[config.mk]
export PLATFORM = sky130hd
export DESIGN_NAME = int64_divide_remainder
export DESIGN_NICKNAME = d
export VERILOG_FILES = /design/src/sv/idr_pkg.sv /design/src/sv/idr_ctrl.sv /design/src/sv/idr_datapath.sv /design/src/sv/int64_divide_remainder.sv
export SDC_FILE = /design/constraint.sdc
export NUM_CORES = 1
export LEC_CHECK = 0
export BUFFER_PORTS_ARGS = -buffer_cell sky130_fd_sc_hd__buf_2
export CORE_UTILIZATION = 35
export DETAILED_ROUTE_END_ITERATION = 16
export PLACE_DENSITY = 0.54
export SLEW_MARGIN = 20
export SYNTH_ARGS = -nofsm -noshare
export SYNTH_HDL_FRONTEND = slang
export SYNTH_HIERARCHICAL = 1
export SYNTH_SLANG_ARGS = --single-unit
[constraint.sdc]
create_clock -name clk -period 8.8 [get_ports clk]
set_clock_uncertainty 0.05 [all_clocks]
set_input_delay 0.88 -clock clk [delete_from_list [all_inputs] [get_ports clk]]
set_output_delay 0.88 -clock clk [all_outputs]
set_load 0.1 [all_outputs]
[src/sv/idr_pkg.sv]
// shared types and constants for the 64-bit integer divider
`timescale 1ns / 1ps

package idr_pkg;

  // width of the operand and result ports
  localparam int PORT_W = 64;

  // width of the arithmetic, low bits of each operand port
  localparam int DATA_WIDTH = 64;

  // bit counter width, holds DATA_WIDTH-1
  localparam int CNT_W = $clog2(DATA_WIDTH);

  // operation codes
  localparam logic [1:0] OP_UQUO = 2'd0;
  localparam logic [1:0] OP_UREM = 2'd1;
  localparam logic [1:0] OP_SQUO = 2'd2;
  localparam logic [1:0] OP_SREM = 2'd3;

  // sequencer states
  typedef enum logic [1:0] {
    ST_IDLE,
    ST_ABS,
    ST_DIV,
    ST_FIX
  } state_t;

  // datapath controls from the sequencer
  typedef struct packed {
    logic load;
    logic absolute;
    logic step;
    logic finish;
  } ctl_t;

endpackage

[src/sv/idr_ctrl.sv]
// sequencer for the iterative divider: load, sign fixup, bit loop, result fixup
`timescale 1ns / 1ps

module idr_ctrl (
  input  logic          clk,
  input  logic          rst,
  input  logic          start,
  output logic          busy,
  output idr_pkg::ctl_t ctl
);
  import idr_pkg::*;

  state_t             state;
  state_t             state_next;
  logic [CNT_W-1:0]   count;
  logic [CNT_W-1:0]   count_next;

  // state and bit counter registers
  always_ff @(posedge clk) begin
    if (rst) begin
      state <= ST_IDLE;
      count <= '0;
    end else begin
      state <= state_next;
      count <= count_next;
    end
  end

  // next state and controls
  always_comb begin
    state_next   = state;
    count_next   = count;
    ctl          = '0;
    busy         = 1'b1;
    case (state)
      ST_IDLE: begin
        busy = 1'b0;
        if (start) begin
          ctl.load   = 1'b1;
          state_next = ST_ABS;
        end
      end
      ST_ABS: begin
        ctl.absolute = 1'b1;
        count_next   = CNT_W'(DATA_WIDTH - 1);
        state_next   = ST_DIV;
      end
      ST_DIV: begin
        ctl.step = 1'b1;
        if (count == '0) begin
          state_next = ST_FIX;
        end else begin
          count_next = count - 1'b1;
        end
      end
      ST_FIX: begin
        ctl.finish = 1'b1;
        state_next = ST_IDLE;
      end
      default: begin
        state_next = ST_IDLE;
      end
    endcase
  end

  // the bit loop always starts from the top quotient bit
  assert property (@(posedge clk) disable iff (rst)
    state == ST_ABS |=> state == ST_DIV && count == CNT_W'(DATA_WIDTH - 1))
    else $error("bit loop did not start at the top bit");

  // the loop runs until the counter is spent
  assert property (@(posedge clk) disable iff (rst)
    (state == ST_DIV && count != '0) |=> state == ST_DIV)
    else $error("bit loop left early");

  // at most one datapath action per cycle
  assert property (@(posedge clk) disable iff (rst)
    $onehot0({ctl.load, ctl.absolute, ctl.step, ctl.finish}))
    else $error("overlapping datapath controls");

endmodule

[src/sv/idr_datapath.sv]
// divider datapath: operand registers, shared compare-subtract unit, result fixup
`timescale 1ns / 1ps

module idr_datapath (
  input  logic                       clk,
  input  logic                       rst,
  input  idr_pkg::ctl_t              ctl,
  input  logic [1:0]                 op,
  input  logic [idr_pkg::PORT_W-1:0] dividend,
  input  logic [idr_pkg::PORT_W-1:0] divisor,
  output logic [idr_pkg::PORT_W-1:0] result,
  output logic                       divide_by_zero,
  output logic                       done
);
  import idr_pkg::*;

  logic [DATA_WIDTH-1:0] quo;
  logic [DATA_WIDTH-1:0] rem;
  logic [DATA_WIDTH-1:0] dvs;
  logic                  neg_a;
  logic                  neg_b;
  logic                  neg_res;
  logic                  want_rem;
  logic                  zero_dvs;
  logic [DATA_WIDTH-1:0] res;

  logic [DATA_WIDTH-1:0] a_in;
  logic [DATA_WIDTH-1:0] b_in;
  logic                  in_rem;
  logic                  in_signed;
  logic                  in_na;
  logic                  in_nb;
  logic [DATA_WIDTH:0]   rem_sh;
  logic [DATA_WIDTH+1:0] diff;
  logic                  fits;
  logic [DATA_WIDTH-1:0] sel;
  logic [DATA_WIDTH-1:0] res_next;

  // decode the incoming transaction
  always_comb begin
    a_in      = dividend[DATA_WIDTH-1:0];
    b_in      = divisor[DATA_WIDTH-1:0];
    in_rem    = (op == OP_UREM) || (op == OP_SREM);
    in_signed = (op == OP_SQUO) || (op == OP_SREM);
    in_na     = in_signed & a_in[DATA_WIDTH-1];
    in_nb     = in_signed & b_in[DATA_WIDTH-1];
  end

  // shared compare-subtract: one quotient bit per step
  always_comb begin
    rem_sh = {rem, quo[DATA_WIDTH-1]};
    diff   = {1'b0, rem_sh} - {2'b00, dvs};
    fits   = ~diff[DATA_WIDTH+1];
  end

  // result selection, sign correction and zero divisor values
  always_comb begin
    sel = want_rem ? rem : quo;
    if (zero_dvs) begin
      res_next = want_rem ? '0 : '1;
    end else if (neg_res) begin
      res_next = '0 - sel;
    end else begin
      res_next = sel;
    end
  end

  // working registers
  always_ff @(posedge clk) begin
    if (ctl.load) begin
      quo      <= a_in;
      dvs      <= b_in;
      rem      <= '0;
      neg_a    <= in_na;
      neg_b    <= in_nb;
      neg_res  <= in_rem ? in_na : (in_na ^ in_nb);
      want_rem <= in_rem;
      zero_dvs <= (b_in == '0);
    end else if (ctl.absolute) begin
      if (neg_a) begin
        quo <= '0 - quo;
      end
      if (neg_b) begin
        dvs <= '0 - dvs;
      end
    end else if (ctl.step) begin
      rem <= fits ? diff[DATA_WIDTH-1:0] : rem_sh[DATA_WIDTH-1:0];
      quo <= {quo[DATA_WIDTH-2:0], fits};
    end
    if (ctl.finish) begin
      res            <= res_next;
      divide_by_zero <= zero_dvs;
    end
  end

  // result strobe
  always_ff @(posedge clk) begin
    if (rst) begin
      done <= 1'b0;
    end else begin
      done <= ctl.finish;
    end
  end

  assign result = PORT_W'(res);

  // a strobe only follows the fixup cycle
  assert property (@(posedge clk) disable iff (rst)
    done |-> $past(ctl.finish))
    else $error("result strobe without fixup");

  // partial remainder stays below a nonzero divisor through the loop
  assert property (@(posedge clk) disable iff (rst)
    (ctl.step && !zero_dvs) |-> rem < dvs)
    else $error("partial remainder out of range");

  // zero divisor remainder reads as zero
  assert property (@(posedge clk) disable iff (rst)
    (done && divide_by_zero && want_rem) |-> result == '0)
    else $error("zero divisor remainder not cleared");

endmodule

[src/sv/int64_divide_remainder.sv]
// top level of the signed and unsigned 64-bit integer divider
`timescale 1ns / 1ps

// Usage:
//   Drive op, dividend and divisor and raise start; the transaction is taken
//   at a rising edge where start is high and busy is low. op selects the
//   unsigned quotient, unsigned remainder, signed quotient or signed
//   remainder. Only the low DATA_WIDTH bits of the operands are used.
//   busy stays high while the divider works. The result and divide_by_zero
//   are valid for exactly one cycle, marked by done, after operand sign
//   fixup, the bit loop of the shared compare-subtract unit (one quotient bit
//   per step) and result sign fixup, which loads the output register.
//   busy drops while done is shown, so the next transaction can be taken
//   while done is high, but not before.
//   A zero divisor sets divide_by_zero with an all-ones quotient or a zero
//   remainder. The minimum value divided by minus one wraps.
//   Synchronous reset returns the sequencer to idle and clears done.
//   The receiver cannot stall: done is a single-cycle strobe.

module int64_divide_remainder (
  input  logic                       clk,
  input  logic                       rst,
  input  logic                       start,
  output logic                       busy,
  input  logic [1:0]                 op,
  input  logic [idr_pkg::PORT_W-1:0] dividend,
  input  logic [idr_pkg::PORT_W-1:0] divisor,
  output logic                       done,
  output logic [idr_pkg::PORT_W-1:0] result,
  output logic                       divide_by_zero
);
  import idr_pkg::*;

  ctl_t ctl;

  // sequencer
  idr_ctrl u_ctrl (
    .clk   (clk),
    .rst   (rst),
    .start (start),
    .busy  (busy),
    .ctl   (ctl)
  );

  // datapath
  idr_datapath u_datapath (
    .clk            (clk),
    .rst            (rst),
    .ctl            (ctl),
    .op             (op),
    .dividend       (dividend),
    .divisor        (divisor),
    .result         (result),
    .divide_by_zero (divide_by_zero),
    .done           (done)
  );

endmodule

==> flow_summary.json <==
{
  "drc": 0,
  "grt_first_pass_wirelength_mm": 104,
  "period_needed_ns": 4.97,
  "finalMaxSlewViolations": 0,
  "synth.distinct_cells": 87,
  "fp.dieH_um": 248,
  "cts_tree": "built",
  "instances_no_fill": 3456,
  "hold_viol": 0,
  "tns_ns": 0,
  "setup_viol": 0,
  "seq_area_frac_synth": 0.350,
  "drive_above_1_share": 0.124,
  "dp_hpwl_mm": 50.9,
  "maxCapViolCount": 0,
  "hp-class": "flop to flop",
  "critPathKind": "flop to flop",
  "synth.top_cell.area_share": 0.281,
  "dieArea_um2": 61500,
  "yosys.area.top_type": "edfxtp_1",
  "grt.overflow.total": 0,
  "syn-cell-area_um2": 21200,
  "top_layer": "met4",
  "cts.repair.resized": 0,
  "status": "finished clean",
  "cp-start-kind": "flop",
  "cts_made_buffers": 34,
  "vias_per_cell": 5.55,
  "num_vias": 19200,
  "synth_enable_flop_cells": 198,
  "ant_nets": 0,
  "fillers": 5990,
  "synth_top_cells_by_count": "292 x nand2_1, 227 x o21ai_0, 198 x edfxtp_1",
  "max_freq_mhz": 201,
  "yosysWarningCount": 6,
  "netlist_top_cells_area": "edfxtp_1 28%, dfxtp_1 6.9%, o21ai_0 5.4%",
  "power_uw": 7300,
  "die_x_um": 248,
  "grt_max_degree": 108,
  "antenna_found_initial": 0,
  "initial_core_util": 0.357,
  "cts_buffer_depth": 3,
  "grt_pass1_vias": 18000,
  "cp_data_arrival_time_ns": 5.22,
  "synth_ff_type": "edfxtp_1",
  "ctsRootBufferMaster": "clkbuf_16",
  "synth.avg_cell_area_um2": 8.16,
  "power.leakage_uw": 0.00882,
  "wirelength_mm": 67.1,
  "wl_met3_mm": 3.97,
  "cp_max_fo": 107,
  "drtPass1Iterations": 5,
  "ios": 200,
  "hold_depth": 1,
  "wl_met2_mm": 27.8,
  "clkLatencyLatePin_ns": 0.55,
  "synth_seq_cells": 271,
  "cts_sinks": 271,
  "synth.most_common_cell": "nand2_1",
  "rsz0062_at_grt": "false",
  "layout.nets": 2864,
  "worstMarginPinSlew_ns": 0.996,
  "ir_worst_vdd_uv": 162,
  "place_congestion": 0.913,
  "synthArstFlopShare": 0,
  "syn_to_final_growth_pct": 11.9,
  "rows": 89,
  "wire_per_inst_um": 19.4,
  "wl_met1_mm": 33.7,
  "r2r_cells": 10,
  "power_density_nw_per_um2": 308,
  "syn_nets": 2804,
  "cts_setup_buffers": 0,
  "grtUsageTotal": 0.215,
  "port_buffers": 199,
  "drt_iter0_drc": 1267,
  "h-tree-depth": 2,
  "relSlewSlack": 0.336,
  "syn-instance-count": 2596,
  "dp_cells": 3392,
  "coreArea_um2": 59400,
  "holdBufCountCts": 0,
  "clkTransAtPathRegs_ns": 0.05,
  "crit_required_ns": 9.05,
  "end_kind": "flop",
  "period_share": 0.565
}
## layout make-up
class | instances | area, µm² | share of cell area
clock buffer | 49 | 981 | 0.0414
sequential | 271 | 7410 | 0.312
inverter | 100 | 375 | 0.0158
antenna | 1 | 2.50 | 0.000106
multi-input combinational | 2032 | 12700 | 0.535
clock inverter | 13 | 134 | 0.00565
timing repair buffer | 217 | 1150 | 0.0485
tap | 773 | 967 | 0.0408
## cell families after synthesis
group / synth area share
compound gates: 0.234
simple gates: 0.198
mux: 0.0176
fa+ha+maj: 0.0447
xor+xnor: 0.103
buf+inv: 0.0532
flops: 0.350
## worst max-delay path, cell delays in order, from the launching register on
cell and delay, ns:
edfxtp_1 0.32, buf_4 0.73, buf_4 0.79, a21oi_1 0.28, or4_1 0.56, or4_1 0.58
nand4b_2 0.39, o41ai_2 0.60, xor2_1 0.18, o21a_1 0.12, a21oi_1 0.04
## state kept, by name (all words and copies together), names as in the netlist
name                       cells
u_datapath/zero_dvs            1
u_datapath/neg_a               1
u_datapath/done                1
u_ctrl/count                   6
u_datapath/rem                64
u_datapath/quo                64
u_ctrl/state                   2
u_datapath/dvs                64
u_datapath/result             64
u_datapath/want_rem            1
u_datapath/neg_res             1
u_datapath/divide_by_zero      1
u_datapath/neg_b               1
## routing by layer
metal,global-route usage,vias to the layer above
li1,-,9511
met1,0.329,9034
met2,0.310,567
met3,0.0292,73
met4,0.0624,0
met5,0,-
## metrics by stage
step / setup WS [ns] / hold slack, ns / instance area (µm²) / util
floorplan: 3.39 / 0.374 / 21200 / -
global placement: 3.89 / 0.451 / 22600 / 0.380
detailed placement: 3.78 / 0.474 / 22600 / 0.380
CTS: 3.77 / 0.451 / 23700 / 0.399
global route: 3.56 / 0.465 / 23700 / 0.399
finish: 3.83 / 0.478 / 23700 / 0.399
## worst paths after layout
kind / startpoint / to / slack [ns]
max: u_datapath/want_rem / u_datapath/result[63] / 3.83
min reg2reg: u_ctrl/count[0] / u_ctrl/count[0] / 0.48
min: u_ctrl/count[0] / u_ctrl/count[0] / 0.48
max reg2reg: u_datapath/want_rem / u_datapath/result[63] / 3.83
## report_power, final
group	leakage [µW]	total [µW]	switching, µW	internal [µW]
clock	0.000549	1410	576	839
combinational	0.00580	3300	2180	1120
sequential	0.00247	2590	587	2000
## layout by cell type, fill, tap and decap left out, drive strengths merged, types with 12 or more instances in the layout
| cell type | netlist | final |
|---|---|---|
| or3 | 28 | 28 |
| nand3 | 46 | 46 |
| or4 | 19 | 19 |
| o21a | 65 | 65 |
| o31a | 14 | 14 |
| a22o | 34 | 34 |
| o21ai | 282 | 282 |
| nor3b | 16 | 16 |
| nor3 | 102 | 102 |
| buf | 28 | 217 |
| or2 | 26 | 26 |
| a21oi | 190 | 190 |
| ha | 74 | 74 |
| edfxtp | 198 | 198 |
| a21o | 26 | 26 |
| clkbuf | 165 | 49 |
| o21bai | 13 | 13 |
| mux2i | 26 | 26 |
| xor2 | 124 | 124 |
| o22ai | 25 | 25 |
| o31ai | 27 | 27 |
| nand2 | 292 | 292 |
| o211ai | 33 | 33 |
| inv | 99 | 101 |
| nor2 | 192 | 192 |
| nor2b | 13 | 13 |
| dfxtp | 73 | 73 |
| nor4 | 46 | 46 |
| nand4 | 34 | 34 |
| a211oi | 12 | 12 |
| a22oi | 17 | 17 |
| nand2b | 28 | 28 |
| xnor2 | 125 | 125 |
Note: power is estimated with default switching activity, not from simulation.
